[config.mk]
export PLATFORM = sky130hd
export DESIGN_NAME = heading_pid_with_wrap_and_antiwindup
export DESIGN_NICKNAME = d
export VERILOG_FILES = /design/src/sv/hpid_pkg.sv /design/src/sv/heading_pid_with_wrap_and_antiwindup.sv /design/src/sv/hpid_mul.sv /design/src/sv/hpid_div.sv
export SDC_FILE = /design/constraint.sdc
export NUM_CORES = 2
export LEC_CHECK = 0
export ABC_AREA = 1
export CORE_UTILIZATION = 30
export CTS_CLUSTER_SIZE = 12
export DETAILED_ROUTE_END_ITERATION = 6
export DONT_BUFFER_PORTS = 1
export PLACE_DENSITY = 0.43
export SLEW_MARGIN = 20
export SYNTH_ARGS = -nofsm -noshare
export SYNTH_HDL_FRONTEND = slang
export SYNTH_SLANG_ARGS = --single-unit
[constraint.sdc]
create_clock -name i_clk -period 4.1 [get_ports i_clk]
set_input_delay 0.205 -clock i_clk [delete_from_list [all_inputs] [get_ports i_clk]]
set_output_delay 0.205 -clock i_clk [all_outputs]
set_load 0.02 [all_outputs]
[src/sv/hpid_pkg.sv]
`timescale 1ns / 1ps
`default_nettype none
package hpid_pkg;

    // Field widths
    localparam int INTEGRAL_WIDTH = 48;
    localparam int HEADING_W      = 13;
    localparam int DT_W           = 20;
    localparam int GAIN_W         = 16;
    localparam int MC_W           = 15;
    localparam int LIMIT_W        = 47;
    localparam int CORR_W         = 16;
    localparam int ERR_W          = 13;
    localparam int DELTA_W        = 14;
    localparam int WRAP_W         = 15;

    // Angle constants in 1/16 degree
    localparam int FULL_TURN = 5760;
    localparam int HALF_TURN = 2880;

    // Fixed-point scaling
    localparam int OUT_SHIFT = 8;
    localparam int DERIV_W   = 32;

    // Serial multiplier: signed multiplicand times unsigned multiplier
    localparam int MCAND_W    = (INTEGRAL_WIDTH - DT_W > 32) ? INTEGRAL_WIDTH - DT_W : 32;
    localparam int MPL_W      = DT_W;
    localparam int PROD_W     = MCAND_W + 1 + MPL_W;
    localparam int MUL_CNT_W  = $clog2(MPL_W);

    // Serial divider for the derivative
    localparam int DVD_W      = DELTA_W - 1 + DT_W;
    localparam int DVS_W      = DT_W;
    localparam int DIV_CNT_W  = $clog2(DVD_W);

    // Internal accumulator widths
    localparam int EDT_W   = 34;
    localparam int SAT_W   = INTEGRAL_WIDTH + 3;
    localparam int CLAMP_W = ((INTEGRAL_WIDTH > LIMIT_W) ? INTEGRAL_WIDTH : LIMIT_W) + 1;
    localparam int SUM_W   = PROD_W + 2;

    // APB port
    localparam int PADDR_W = 6;
    localparam int PDATA_W = 64;

    typedef enum logic [2:0] {
        REG_ENABLE     = 3'd0,
        REG_GAIN_P     = 3'd1,
        REG_GAIN_I     = 3'd2,
        REG_GAIN_D     = 3'd3,
        REG_MAX_CORR   = 3'd4,
        REG_INT_LIMIT  = 3'd5
    } t_reg;

    typedef enum logic [3:0] {
        ST_IDLE,
        ST_ERR,
        ST_MUL_PROD,
        ST_INTEG,
        ST_CLAMP,
        ST_MUL_P,
        ST_MUL_I,
        ST_DIV,
        ST_MUL_D,
        ST_FINISH
    } t_state;

    typedef struct packed {
        logic                      start;
        logic signed [MCAND_W-1:0] mcand;
        logic [MPL_W-1:0]          mplier;
    } t_mul_req;

    typedef struct packed {
        logic             start;
        logic [DVD_W-1:0] dividend;
        logic [DVS_W-1:0] divisor;
    } t_div_req;

endpackage
`default_nettype wire

[src/sv/heading_pid_with_wrap_and_antiwindup.sv]
`timescale 1ns / 1ps
`default_nettype none
// Channel  | Signals                                   | Direction
// ---------+-------------------------------------------+----------
// input    | i_in_valid, o_in_stall, i_func, i_heading,| in
//          | i_step_time                               |
// output   | o_out_valid, i_out_stall, o_correction    | out
// config   | psel, penable, pwrite, paddr, pwdata,     | APB
//          | prdata, pready                            |
//
// A control step computes the error, then runs four shift-add multiplies in one shared multiplier:
// the error by the step time, after which the integral is updated and clamped, then the P and I
// terms, a restoring divide for the derivative, and the D term; it then loads the result.
// The next input transfer can be taken in the idle state that follows the load.
// Capture items and disabled or zero-time steps skip the computation and load a zero result.
// One item is in work at a time; o_in_stall is high until its result is loaded
// into the output register, which holds while i_out_stall is high.
// Synchronous active-low reset clears the state, config, target, integral, last error, zero and valid flags.
module heading_pid_with_wrap_and_antiwindup import hpid_pkg::*; (
    input  wire logic                   i_clk,
    input  wire logic                   i_rst_n,
    input  wire logic                   i_in_valid,
    output logic                        o_in_stall,
    input  wire logic                   i_func,
    input  wire logic [HEADING_W-1:0]   i_heading,
    input  wire logic [DT_W-1:0]        i_step_time,
    output logic                        o_out_valid,
    input  wire logic                   i_out_stall,
    output logic signed [CORR_W-1:0]    o_correction,
    input  wire logic                   psel,
    input  wire logic                   penable,
    input  wire logic                   pwrite,
    input  wire logic [PADDR_W-1:0]     paddr,
    input  wire logic [PDATA_W-1:0]     pwdata,
    output logic [PDATA_W-1:0]          prdata,
    output logic                        pready
);

    localparam logic [SAT_W-1:0] IMAX =
        {{(SAT_W-INTEGRAL_WIDTH+1){1'b0}}, {(INTEGRAL_WIDTH-1){1'b1}}};
    localparam logic [SAT_W-1:0] IMIN =
        {{(SAT_W-INTEGRAL_WIDTH+1){1'b1}}, {(INTEGRAL_WIDTH-1){1'b0}}};
    localparam logic [DVD_W-1:0] DERIV_NEG_LIM = DVD_W'(64'h8000_0000);

    // Configuration registers
    logic                r_enable;
    logic [GAIN_W-1:0]   r_gain_p;
    logic [GAIN_W-1:0]   r_gain_i;
    logic [GAIN_W-1:0]   r_gain_d;
    logic [MC_W-1:0]     r_max_corr;
    logic [LIMIT_W-1:0]  r_int_limit;

    // Controller state and working registers
    t_state                           r_state;
    t_state                           n_state;
    logic [HEADING_W-1:0]             r_target;
    logic signed [INTEGRAL_WIDTH-1:0] r_integ;
    logic signed [ERR_W-1:0]          r_prev;
    logic [HEADING_W-1:0]             r_heading;
    logic [DT_W-1:0]                  r_dt;
    logic signed [ERR_W-1:0]          r_e;
    logic signed [DELTA_W-1:0]        r_delta;
    logic signed [EDT_W-1:0]          r_prod;
    logic signed [SUM_W-1:0]          r_sum;
    logic                             r_zero;
    logic                             r_out_valid;
    logic signed [CORR_W-1:0]         r_correction;

    logic                             w_in_acc;
    logic                             w_cfg_wr;
    logic                             w_out_free;
    logic signed [WRAP_W-1:0]         w_d;
    logic signed [WRAP_W-1:0]         w_fold;
    logic signed [ERR_W-1:0]          w_e;
    logic signed [DELTA_W-1:0]        w_delta;
    logic [DELTA_W-1:0]               w_abs_delta;
    logic signed [SAT_W-1:0]          w_sat_sum;
    logic signed [INTEGRAL_WIDTH-1:0] w_integ_sat;
    logic signed [CLAMP_W-1:0]        w_ic;
    logic signed [CLAMP_W-1:0]        w_lim;
    logic signed [INTEGRAL_WIDTH-1:0] w_integ_clamp;
    logic [DVD_W-1:0]                 w_negq;
    logic signed [DERIV_W-1:0]        w_deriv;
    logic signed [SUM_W-1:0]          w_shift;
    logic signed [SUM_W-1:0]          w_mc;
    logic signed [CORR_W-1:0]         w_res;

    t_mul_req                         w_mul_req;
    logic                             w_mul_done;
    logic signed [PROD_W-1:0]         w_mul_product;
    t_div_req                         w_div_req;
    logic                             w_div_done;
    logic [DVD_W-1:0]                 w_div_quotient;

    assign w_in_acc   = i_in_valid && (r_state == ST_IDLE);
    assign w_cfg_wr   = psel && penable && pwrite;
    assign w_out_free = !r_out_valid || !i_out_stall;

    // Heading error folded into one half turn either side of zero.
    always_comb begin
        w_d = $signed({2'b00, r_heading}) - $signed({2'b00, r_target})
            + WRAP_W'(HALF_TURN);
        if (w_d < 0) begin
            w_fold = w_d + WRAP_W'(FULL_TURN);
        end else if (w_d >= WRAP_W'(FULL_TURN)) begin
            w_fold = w_d - WRAP_W'(FULL_TURN);
        end else begin
            w_fold = w_d;
        end
        w_e         = ERR_W'(w_fold - WRAP_W'(HALF_TURN));
        w_delta     = DELTA_W'(w_e) - DELTA_W'(r_prev);
        w_abs_delta = r_delta[DELTA_W-1] ? DELTA_W'(-r_delta) : DELTA_W'(r_delta);
    end

    // Saturating integral update and optional symmetric clamp.
    always_comb begin
        w_sat_sum = SAT_W'(r_integ) + SAT_W'(r_prod);
        if (w_sat_sum > $signed(IMAX)) begin
            w_integ_sat = INTEGRAL_WIDTH'($signed(IMAX));
        end else if (w_sat_sum < $signed(IMIN)) begin
            w_integ_sat = INTEGRAL_WIDTH'($signed(IMIN));
        end else begin
            w_integ_sat = INTEGRAL_WIDTH'(w_sat_sum);
        end
        w_ic  = CLAMP_W'(r_integ);
        w_lim = $signed(CLAMP_W'(r_int_limit));
        if (r_gain_i != '0 && w_ic > w_lim) begin
            w_integ_clamp = INTEGRAL_WIDTH'(w_lim);
        end else if (r_gain_i != '0 && w_ic < -w_lim) begin
            w_integ_clamp = INTEGRAL_WIDTH'(-w_lim);
        end else begin
            w_integ_clamp = r_integ;
        end
    end

    // Derivative quotient with sign and 32-bit saturation.
    always_comb begin
        w_negq = ~w_div_quotient + 1'b1;
        if (!r_delta[DELTA_W-1]) begin
            if (w_div_quotient[DVD_W-1:DERIV_W-1] != '0) begin
                w_deriv = {1'b0, {(DERIV_W-1){1'b1}}};
            end else begin
                w_deriv = $signed(w_div_quotient[DERIV_W-1:0]);
            end
        end else begin
            if (w_div_quotient > DERIV_NEG_LIM) begin
                w_deriv = {1'b1, {(DERIV_W-1){1'b0}}};
            end else begin
                w_deriv = $signed(w_negq[DERIV_W-1:0]);
            end
        end
    end

    // Final scaling and output clamp.
    always_comb begin
        w_shift = r_sum >>> OUT_SHIFT;
        w_mc    = $signed(SUM_W'(r_max_corr));
        if (r_zero) begin
            w_res = '0;
        end else if (w_shift > w_mc) begin
            w_res = CORR_W'(w_mc);
        end else if (w_shift < -w_mc) begin
            w_res = CORR_W'(-w_mc);
        end else begin
            w_res = CORR_W'(w_shift);
        end
    end

    // Next state.
    always_comb begin
        n_state = r_state;
        unique case (r_state)
            ST_IDLE: begin
                if (w_in_acc) begin
                    if (i_func || !r_enable || i_step_time == '0) begin
                        n_state = ST_FINISH;
                    end else begin
                        n_state = ST_ERR;
                    end
                end
            end
            ST_ERR:      n_state = ST_MUL_PROD;
            ST_MUL_PROD: if (w_mul_done) n_state = ST_INTEG;
            ST_INTEG:    n_state = ST_CLAMP;
            ST_CLAMP:    n_state = ST_MUL_P;
            ST_MUL_P:    if (w_mul_done) n_state = ST_MUL_I;
            ST_MUL_I:    if (w_mul_done) n_state = ST_DIV;
            ST_DIV:      if (w_div_done) n_state = ST_MUL_D;
            ST_MUL_D:    if (w_mul_done) n_state = ST_FINISH;
            ST_FINISH:   if (w_out_free) n_state = ST_IDLE;
            default:     n_state = ST_IDLE;
        endcase
    end

    // Outputs of the sequencer: stall and unit launches.
    always_comb begin
        o_in_stall          = (r_state != ST_IDLE);
        w_mul_req.start     = (n_state != r_state) &&
                              (n_state == ST_MUL_PROD || n_state == ST_MUL_P ||
                               n_state == ST_MUL_I || n_state == ST_MUL_D);
        w_mul_req.mcand     = '0;
        w_mul_req.mplier    = '0;
        unique case (n_state)
            ST_MUL_PROD: begin
                w_mul_req.mcand  = MCAND_W'(w_e);
                w_mul_req.mplier = r_dt;
            end
            ST_MUL_P: begin
                w_mul_req.mcand  = MCAND_W'(r_e);
                w_mul_req.mplier = MPL_W'(r_gain_p);
            end
            ST_MUL_I: begin
                w_mul_req.mcand  = MCAND_W'(r_integ >>> DT_W);
                w_mul_req.mplier = MPL_W'(r_gain_i);
            end
            ST_MUL_D: begin
                w_mul_req.mcand  = MCAND_W'(w_deriv);
                w_mul_req.mplier = MPL_W'(r_gain_d);
            end
            default: begin
                w_mul_req.mcand  = '0;
                w_mul_req.mplier = '0;
            end
        endcase
        w_div_req.start    = (n_state == ST_DIV) && (r_state != ST_DIV);
        w_div_req.dividend = {w_abs_delta[DELTA_W-2:0], {DT_W{1'b0}}};
        w_div_req.divisor  = r_dt;
    end

    // State register and item bookkeeping.
    always_ff @(posedge i_clk) begin
        if (!i_rst_n) begin
            r_state     <= ST_IDLE;
            r_target    <= '0;
            r_integ     <= '0;
            r_prev      <= '0;
            r_zero      <= 1'b0;
            r_out_valid <= 1'b0;
        end else begin
            r_state <= n_state;
            // A result loads the output register as soon as it is free.
            if (r_state == ST_FINISH && w_out_free) begin
                r_out_valid <= 1'b1;
            end else if (r_out_valid && !i_out_stall) begin
                r_out_valid <= 1'b0;
            end
            unique case (r_state)
                ST_IDLE: begin
                    if (w_in_acc) begin
                        r_zero <= i_func || !r_enable || i_step_time == '0;
                        if (i_func) begin
                            r_target <= i_heading;
                            r_integ  <= '0;
                            r_prev   <= '0;
                        end
                    end
                end
                ST_ERR:   r_prev  <= w_e;
                ST_INTEG: r_integ <= w_integ_sat;
                ST_CLAMP: r_integ <= w_integ_clamp;
                default: begin
                end
            endcase
        end
    end

    // Working datapath registers.
    always_ff @(posedge i_clk) begin
        if (w_in_acc) begin
            r_heading <= i_heading;
            r_dt      <= i_step_time;
        end
        if (r_state == ST_ERR) begin
            r_e     <= w_e;
            r_delta <= w_delta;
            r_sum   <= '0;
        end
        if (r_state == ST_MUL_PROD && w_mul_done) begin
            r_prod <= EDT_W'(w_mul_product);
        end
        if ((r_state == ST_MUL_P || r_state == ST_MUL_I || r_state == ST_MUL_D)
                && w_mul_done) begin
            r_sum <= r_sum + SUM_W'(w_mul_product);
        end
        if (r_state == ST_FINISH && w_out_free) begin
            r_correction <= w_res;
        end
    end

    // Register writes from the APB port.
    always_ff @(posedge i_clk) begin
        if (!i_rst_n) begin
            r_enable    <= 1'b0;
            r_gain_p    <= '0;
            r_gain_i    <= '0;
            r_gain_d    <= '0;
            r_max_corr  <= '0;
            r_int_limit <= '0;
        end else if (w_cfg_wr) begin
            unique case (paddr[PADDR_W-1:3])
                REG_ENABLE:    r_enable    <= pwdata[0];
                REG_GAIN_P:    r_gain_p    <= pwdata[GAIN_W-1:0];
                REG_GAIN_I:    r_gain_i    <= pwdata[GAIN_W-1:0];
                REG_GAIN_D:    r_gain_d    <= pwdata[GAIN_W-1:0];
                REG_MAX_CORR:  r_max_corr  <= pwdata[MC_W-1:0];
                REG_INT_LIMIT: r_int_limit <= pwdata[LIMIT_W-1:0];
                default: begin
                end
            endcase
        end
    end

    // Register reads.
    always_comb begin
        unique case (paddr[PADDR_W-1:3])
            REG_ENABLE:    prdata = PDATA_W'(r_enable);
            REG_GAIN_P:    prdata = PDATA_W'(r_gain_p);
            REG_GAIN_I:    prdata = PDATA_W'(r_gain_i);
            REG_GAIN_D:    prdata = PDATA_W'(r_gain_d);
            REG_MAX_CORR:  prdata = PDATA_W'(r_max_corr);
            REG_INT_LIMIT: prdata = PDATA_W'(r_int_limit);
            default:       prdata = '0;
        endcase
    end

    assign pready       = 1'b1;
    assign o_out_valid  = r_out_valid;
    assign o_correction = r_correction;

    hpid_mul u_mul (
        .i_clk     (i_clk),
        .i_rst_n   (i_rst_n),
        .i_req     (w_mul_req),
        .o_done    (w_mul_done),
        .o_product (w_mul_product)
    );

    hpid_div u_div (
        .i_clk      (i_clk),
        .i_rst_n    (i_rst_n),
        .i_req      (w_div_req),
        .o_done     (w_div_done),
        .o_quotient (w_div_quotient)
    );

endmodule
`default_nettype wire

[src/sv/hpid_mul.sv]
`timescale 1ns / 1ps
`default_nettype none
module hpid_mul import hpid_pkg::*; (
    input  wire logic                      i_clk,
    input  wire logic                      i_rst_n,
    input  wire t_mul_req                  i_req,
    output logic                           o_done,
    output logic signed [PROD_W-1:0]       o_product
);

    logic signed [MCAND_W:0]   r_hi;
    logic [MPL_W-1:0]          r_lo;
    logic signed [MCAND_W-1:0] r_mcand;
    logic [MUL_CNT_W-1:0]      r_cnt;
    logic                      r_busy;
    logic                      r_done;
    logic signed [MCAND_W:0]   w_sum;

    // One multiplier bit per cycle: add the multiplicand, then shift right.
    always_comb begin
        w_sum = r_lo[0] ? r_hi + (MCAND_W+1)'(r_mcand) : r_hi;
    end

    // Control state of the shift-add sequence.
    always_ff @(posedge i_clk) begin
        if (!i_rst_n) begin
            r_busy <= 1'b0;
            r_done <= 1'b0;
        end else begin
            r_done <= 1'b0;
            if (i_req.start) begin
                r_busy <= 1'b1;
            end else if (r_busy && r_cnt == MUL_CNT_W'(MPL_W - 1)) begin
                r_busy <= 1'b0;
                r_done <= 1'b1;
            end
        end
    end

    // Datapath of the partial product.
    always_ff @(posedge i_clk) begin
        if (i_req.start) begin
            r_hi    <= '0;
            r_lo    <= i_req.mplier;
            r_mcand <= i_req.mcand;
            r_cnt   <= '0;
        end else if (r_busy) begin
            r_hi  <= w_sum >>> 1;
            r_lo  <= {w_sum[0], r_lo[MPL_W-1:1]};
            r_cnt <= r_cnt + 1'b1;
        end
    end

    assign o_done    = r_done;
    assign o_product = $signed({r_hi, r_lo});

endmodule
`default_nettype wire

[src/sv/hpid_div.sv]
`timescale 1ns / 1ps
`default_nettype none
module hpid_div import hpid_pkg::*; (
    input  wire logic              i_clk,
    input  wire logic              i_rst_n,
    input  wire t_div_req          i_req,
    output logic                   o_done,
    output logic [DVD_W-1:0]       o_quotient
);

    logic [DVS_W-1:0]     r_rem;
    logic [DVD_W-1:0]     r_quo;
    logic [DVS_W-1:0]     r_divisor;
    logic [DIV_CNT_W-1:0] r_cnt;
    logic                 r_busy;
    logic                 r_done;
    logic [DVS_W:0]       w_trial;
    logic [DVS_W:0]       w_diff;
    logic                 w_ge;

    // Restoring division, one quotient bit per cycle.
    always_comb begin
        w_trial = {r_rem, r_quo[DVD_W-1]};
        w_ge    = w_trial >= {1'b0, r_divisor};
        w_diff  = w_trial - {1'b0, r_divisor};
    end

    // Control state of the division.
    always_ff @(posedge i_clk) begin
        if (!i_rst_n) begin
            r_busy <= 1'b0;
            r_done <= 1'b0;
        end else begin
            r_done <= 1'b0;
            if (i_req.start) begin
                r_busy <= 1'b1;
            end else if (r_busy && r_cnt == DIV_CNT_W'(DVD_W - 1)) begin
                r_busy <= 1'b0;
                r_done <= 1'b1;
            end
        end
    end

    // Remainder and quotient shift registers.
    always_ff @(posedge i_clk) begin
        if (i_req.start) begin
            r_rem     <= '0;
            r_quo     <= i_req.dividend;
            r_divisor <= i_req.divisor;
            r_cnt     <= '0;
        end else if (r_busy) begin
            r_rem <= w_ge ? w_diff[DVS_W-1:0] : w_trial[DVS_W-1:0];
            r_quo <= {r_quo[DVD_W-2:0], w_ge};
            r_cnt <= r_cnt + 1'b1;
        end
    end

    assign o_done     = r_done;
    assign o_quotient = r_quo;

endmodule
`default_nettype wire
======== After elaboration in Yosys (flattened, before gate mapping) ========
Index checks and enable logic that the tools add are counted.
cells by class
  add/subtract/negate cells ............... 16
  magnitude comparators ................... 10
  equal/unequal tests ..................... 26
  mux-type cells .......................... 45
  bitwise logic cells ..................... 2
  reductions and logical operators ........ 51
operators by type and width
  cell                   number
  $mux 48                6
  $pmux 47 s6            1
  $pmux 52 s4            1
  $pmux 48 s3            1
  $mux 55                2
  $mux 33                3
  $mux 32                3
  $mux 13                5
  $mux 20                3
  $add 55x52->55         1
  $lt 47x55->1           1
  $neg 15->55            1
  $add 48x34->49         1
  $gt 49x48->1 const B   1
  $lt 48x49->1           1
  $lt 49x48->1 const B   1
  $neg 47->49            1
  $gt 48x48->1           1
  $gt 47x16->1           1
  $pmux 4 s10            1
  $add 32x32->33         1
  $gt 33x32->1 const B   1
  $add 32x1->32 const B  1
  $mux 4                 8
  44 further kinds       103
storage, ports and cells
  register bits after elaboration ......... 528
  input port bits ......................... 111

======== Depth between registers and ports, before layout ========
  depth after elaboration ................. 12
  gate-level depth with buffers ........... 37
  mapped depth without buffers ............ 37

======== Hierarchy ========
A second synthesis with hierarchy kept.
second synthesis, totals
  cells, all modules ...................... 5495
  area, all modules ....................... 39828.2 sq um
modules (own cells, without submodules)
  module                                instances  cells each  area an instance (sq um)  sequential area each (sq um)
  heading_pid_with_wrap_and_antiwindup  1          3993        29134.2                   8778.4
  hpid_mul                              1          879         5957.0                    2342.2
  hpid_div                              1          623         4737.0                    2152.1

======== Worst setup path after synthesis ========
Ideal clock, no wire load.
  path kind ............................... flip-flop to flip-flop
  from .................................... register r_max_corr[1]
  to ...................................... register r_correction[11] (netlist: o_correction[11]), data pin
  library setup time ...................... 0.264 ns
  arrival ................................. 4.079 ns
  data required time ...................... 3.836 ns
  slack ................................... -0.244 ns
  stages on the path, launching flop included .. 26
  period minus slack after synthesis ...... 4.344 ns
  cell sequence ........................... dfxtp_1 inv_1 ha_1 nand3_1 nor2_1 nand3_1 nor2_1 nand3_1 nor2_1 nand2_1 nor4_1 ha_1 a21oi_1 nor2_1 a211oi_1 o221ai_1 nand2_1 o2111ai_1 a21oi_1 nand2_1 or2_2 nand2_1 clkinv_1 clkbuf_1 o211ai_1 o21ai_0
between the ends
  cells in the longest elaborated chain, start to end .. 4
ends and longest elaborated chain
  element                 line                                         source
  start, declared         heading_pid_with_wrap_and_antiwindup.sv:50   logic [MC_W-1:0] r_max_corr;
  start signal, assigned  heading_pid_with_wrap_and_antiwindup.sv:305  REG_MAX_CORR: r_max_corr <= pwdata[MC_W-1:0];
  $neg 15->55             heading_pid_with_wrap_and_antiwindup.sv:163  w_res = CORR_W'(-w_mc);
  $lt 47x55->1            heading_pid_with_wrap_and_antiwindup.sv:162  end else if (w_shift < -w_mc) begin
  $mux 16                 heading_pid_with_wrap_and_antiwindup.sv:162
  $mux 15 *               heading_pid_with_wrap_and_antiwindup.sv:160  end else if (w_shift > w_mc) begin
  end signal, assigned    heading_pid_with_wrap_and_antiwindup.sv:286  r_correction <= w_res;
  end, declared           heading_pid_with_wrap_and_antiwindup.sv:67   logic signed [CORR_W-1:0] r_correction;
Mark *: on every way between the ends. The rest lies on a longest branch, timed or not.
A chain may end at the register's enable or synchronous reset.

======== Worst setup path after layout ========
  from .................................... register r_int_limit[1]
  to ...................................... register r_integ[34]
between the ends
  cells in the longest elaborated chain, start to end .. 5
ends and longest elaborated chain
  element                            line                                         source
  start, declared                    heading_pid_with_wrap_and_antiwindup.sv:51   logic [LIMIT_W-1:0] r_int_limit;
  start signal, assigned             heading_pid_with_wrap_and_antiwindup.sv:306  REG_INT_LIMIT: r_int_limit <= pwdata[LIMIT_W-1:0];
  $neg 47->49                        heading_pid_with_wrap_and_antiwindup.sv:130  w_integ_clamp = INTEGRAL_WIDTH'(-w_lim);
  $lt 48x49->1                       heading_pid_with_wrap_and_antiwindup.sv:129  end else if (r_gain_i != '0 && w_ic < -w_lim) begin
  $logic_and 1x1->1                  heading_pid_with_wrap_and_antiwindup.sv:129
  $ne 3x3->1 (no source line)        -
  $reduce_and 4->1 (no source line)  -
  end signal, assigned               heading_pid_with_wrap_and_antiwindup.sv:259  ST_INTEG: r_integ <= w_integ_sat;
  end signal, assigned               heading_pid_with_wrap_and_antiwindup.sv:260  ST_CLAMP: r_integ <= w_integ_clamp;
  end, declared                      heading_pid_with_wrap_and_antiwindup.sv:57   logic signed [INTEGRAL_WIDTH-1:0] r_integ;
Several ways; a longest one is shown, not always the timed one. The select of a mux whose other input is x is not followed.

==> Implementation_results.wiki <==
{| class="wikitable"
! Metric !! Value
|-
| Critical register-to-register path endpoint || r_integ[34]
|-
| Main area contributors after synthesis || sky130_fd_sc_hd__edfxtp_1 20%, sky130_fd_sc_hd__dfxtp_1 15%, sky130_fd_sc_hd__ha_1 12%
|-
| Number of buffers added by the clock tree synthesis step || just under 70
|-
| Maximum buffer depth of the clock tree || 3
|-
| CP required || around 4.7 ns
|-
| Unrepaired setup endpoints after global routing || true
|-
| Die height || 356.6 um
|-
| Final hold slack || roughly 0.0058 ns
|-
| Net count reported at finish || roughly 5,800
|-
| Cell at the root of the clock tree || sky130_fd_sc_hd__clkbuf_16
|-
| Max VDD drop || 0.8554 mV
|-
| Smallest setup slack after layout || -0.3985 ns
|-
| Final Util || between 30% and 40%
|-
| Number of diodes || 0
|-
| Placement-stage cell area || about 42,000 um^2
|-
| Global-route wire length before repair || about 220,000 um
|-
| Maximum number of pins on one net before global-route repair || ~150
|-
| DRC violation total after the first TritonRoute iteration || around 2,700
|-
| Mean cell area of the mapped netlist || roughly 7.6 um^2
|-
| Core area || ~120,000 um^2
|-
| Highest achievable clock rate || 0.2223 GHz
|-
| Non-filler cells in the finished layout || slightly above 7,000
|-
| Buffers and inverters on the worst path || 5
|-
| Final Hold Fails || 0
|-
| Most area-hungry cell type in the Yosys netlist || sky130_fd_sc_hd__edfxtp_1
|-
| Routability congestion estimate from global placement || 0.9036
|-
| HPWL after detailed placement || 110,800 um
|-
| Max capacitance violation total || 0
|-
| Critical Path AT || a little over 5 ns
|-
| Number of global-route vias before repair || roughly 35,000
|-
| Number of vias after detailed routing || between 30,000 and 40,000
|-
| Number of antenna violations at the first check in global routing || 10
|-
| Number of instances in the synthesized netlist || ~5,000
|-
| Starting density of the core || 30.35%
|-
| Remaining number of nets flagged by the antenna check after routing || 0
|-
| Pins over their slew limit || 0
|-
| Number of distinct standard cells referenced by the synthesized netlist || between 70 and 80
|-
| Mean routed wirelength per cell || between 20 and 25 um
|-
| Violated checks || negative setup slack
|-
| Total of endpoints with negative setup slack in the final report || between 60 and 70
|-
| Total die area || about 130,000 um^2
|-
| GRT overflow || 0
|-
| Number of search-and-repair iterations in the first detailed-routing pass || 5
|-
| Drt total wl || around 140,000 um
|-
| Overall die width || roughly 360 um
|-
| Sinks on the clock net || 528
|-
| Outcome || finished with violations
|-
| Maximum single-stage delay on the critical path || 0.34 ns
|-
| Overall power consumption || 26.61 mW
|-
| EDFF count, synth || 250
|-
| TritonCTS clock tree || yes
|-
| Crit path max-delay family || simple AND/OR/NAND/NOR gates
|-
| Clock Skews || roughly 0.042 ns
|-
| Clock transition time at the flip-flop clock pins of the worst setup and hold paths || approximately 0.060 ns
|-
| Min-Delay Startpoint || i_rst_n
|-
| Num ports || approximately 190
|-
| FF+latch count, synth || between 500 and 600
|-
| Synth top area share || between 10% and 20%
|-
| Asr flop ratio synth || 0%
|-
| Hold Path Depth || 3
|-
| Port Buffer Count || 0
|-
| PD cells || between 500 and 600 nW/um^2
|-
| Transition time at the pin with the least slew margin || around 0.98 ns
|-
| Worst R2R Setup Slack || -0.40 ns
|-
| Worst rel slew slack || between 30 and 40%
|-
| Fraction of final layout cells with drive strength greater than 1 || between 15 and 20%
|-
| Clk Latency, worst-skew pair || roughly 0.68 ns
|-
| Worst setup path category || flip-flop to flip-flop
|-
| Crit. End Element || flip-flop
|-
| Biggest fanout along the worst timing path || 7
|-
| Post-layout minimum cycle time || between 4 and 5 ns
|-
| Worst min-delay path endpoint || r_integ[6]
|-
| Number of placement rows || around 130
|-
| Startpoint type of the worst setup path || flip-flop
|-
| Main flop type after synthesis || sky130_fd_sc_hd__dfxtp_1
|-
| Class of the most critical hold timing path || input pin to flip-flop
|-
| Post-Place Cells || a little under 7,000
|-
| Post-route DRC || 0
|-
| Total number of yosys warnings || 0
|-
| CTS H-Tree Depth || 3
|-
| Detailed-route vias per instance || around 5.1
|-
| Setup_tns || -17.53 ns
|-
| Part of the Yosys area used for sequential elements || approximately 35%
|-
| Tot GR Track Use || 22.20%
|-
| Post-place setup slack || -0.5629 ns
|-
| Layout overhead on the synthesized area || 25.66%
|-
| Launch instance of the worst register-to-register path || r_int_limit[1]
|-
| Final clock period utilization by the worst path || 109.7%
|-
| Post-synth design cell area || around 38,000 um^2
|-
| Leak pwr || 20.35 nW
|-
| Crit-path slowest cell || sky130_fd_sc_hd__dfxtp_2
|-
| Register-to-Register Path Depth || 30
|-
| Final Cell Area || ~47,000 um^2
|}
-- worst max-delay path by stage --
stage,start,cells after the start,endpoint,slack (ns)
global placement,r_int_limit[1],31,r_integ[45],-0.53
global route,r_int_limit[1],30,r_integ[45],-0.64
detailed placement,r_int_limit[1],29,r_integ[6],-0.56
finish,r_int_limit[1],30,r_integ[34],-0.40
floorplan,r_heading[0],37,r_delta[13],-0.002
CTS,r_int_limit[1],28,r_integ[42],-0.42
-- tightest hold or removal path, delay by kind of cell --
family	cells	cell delay (ns)
AOI/OAI and AO/OA	1	0.18
buffers and inverters	2	0.25
-- repair_timing --
| item | 4_1_cts | 5_1_grt |
|---|---|---|
| gates cloned | 8 | 6 |
| hold buffers | 87 | 0 |
| hold endpoints to repair | 204 | 0 |
| setup buffers | 42 | 24 |
| gates resized for setup | 212 | 209 |
| setup endpoints to repair | 91 | 101 |
| pin swaps | 96 | 112 |
-- flip-flops by register name, indices dropped and copies added, names as in the netlist, 32 cells and up --
signal	flops
r_int_limit	47
r_integ	48
r_prod	34
r_sum	55
u_div.o_quotient	33
u_mul.r_hi	32
u_mul.r_mcand	32
-- kinds of logic (layout without fill, tap and decap cells) --
logic type / after synthesis / count (layout) / synth area share, %
other cells: 2 / 18 / 0.01991
simple gates: 1677 / 1677 / 19.46
compound gates: 1395 / 1395 / 21.23
xor+xnor: 173 / 173 / 4.037
fa+ha+maj: 362 / 362 / 12.13
buf+inv: 822 / 1264 / 8.475
flops: 528 / 528 / 34.66
-- synthesized netlist by cell type (14+ instances only) --
master and instances:
sky130_fd_sc_hd__a21oi_1 543, sky130_fd_sc_hd__a221oi_1 33, sky130_fd_sc_hd__a22oi_1 27, sky130_fd_sc_hd__a31oi_1 65
sky130_fd_sc_hd__buf_4 18, sky130_fd_sc_hd__clkbuf_1 139, sky130_fd_sc_hd__dfxtp_1 278, sky130_fd_sc_hd__edfxtp_1 250
sky130_fd_sc_hd__ha_1 356, sky130_fd_sc_hd__inv_1 620, sky130_fd_sc_hd__inv_2 14, sky130_fd_sc_hd__nand2_1 758
sky130_fd_sc_hd__nand2_2 36, sky130_fd_sc_hd__nand3_1 140, sky130_fd_sc_hd__nand4_1 90, sky130_fd_sc_hd__nor2_1 451
sky130_fd_sc_hd__nor3_1 83, sky130_fd_sc_hd__nor4_1 49, sky130_fd_sc_hd__o211ai_1 61, sky130_fd_sc_hd__o21a_1 26
sky130_fd_sc_hd__o21ai_0 436, sky130_fd_sc_hd__o221ai_1 20, sky130_fd_sc_hd__o22ai_1 66, sky130_fd_sc_hd__o311ai_0 16
sky130_fd_sc_hd__or2_2 19, sky130_fd_sc_hd__xnor2_1 34, sky130_fd_sc_hd__xor2_1 138
-- routing by layer --
layer / track usage, % / wire length, um / vias to the layer above
li1: - / - / 18107
met1: 30.91 / 68520 / 17104
met2: 36.02 / 64950 / 813
met3: 2.660 / 6336 / 180
met4: 5.948 / 3622 / 10
met5: 0 / 57 / -
-- cells in the final DEF, fill, tap and decap left out, types with 32 or more instances in the layout --
master / count
sky130_fd_sc_hd__xnor2_1: 32
sky130_fd_sc_hd__xor2_1: 136
sky130_fd_sc_hd__o21ai_0: 403
sky130_fd_sc_hd__nand2_2: 47
sky130_fd_sc_hd__nand3_1: 115
sky130_fd_sc_hd__dlygate4sd3_1: 86
sky130_fd_sc_hd__clkbuf_16: 74
sky130_fd_sc_hd__a221oi_1: 32
sky130_fd_sc_hd__inv_1: 600
sky130_fd_sc_hd__nor4_1: 39
sky130_fd_sc_hd__edfxtp_1: 250
sky130_fd_sc_hd__nor3_1: 70
sky130_fd_sc_hd__nor2_1: 408
sky130_fd_sc_hd__o211ai_1: 61
sky130_fd_sc_hd__o22ai_1: 63
sky130_fd_sc_hd__ha_1: 340
sky130_fd_sc_hd__a21oi_1: 520
sky130_fd_sc_hd__dfxtp_1: 273
sky130_fd_sc_hd__nand2_4: 40
sky130_fd_sc_hd__buf_4: 359
sky130_fd_sc_hd__a31oi_1: 65
sky130_fd_sc_hd__nand2_1: 710
sky130_fd_sc_hd__nand4_1: 90
-- layout make-up --
cell class	instances	area (um^2)
fill	13006	76880
multi-input combinational	3625	23110
sequential	528	13080
timing repair buffer	491	4340
inverter	644	2472
tap	1637	2048
clock buffer	92	1896
clock inverter	35	417.9
timing repair inverter	2	32.53
-- where the power goes --
group / internal (mW) / switching [mW] / leakage [nW]
Combinational: 5.54 / 7.45 / 14.6
Clock: 3.77 / 2.61 / 1.13
Sequential: 6.45 / 0.792 / 4.60
Power figures use the tool's default switching activity.
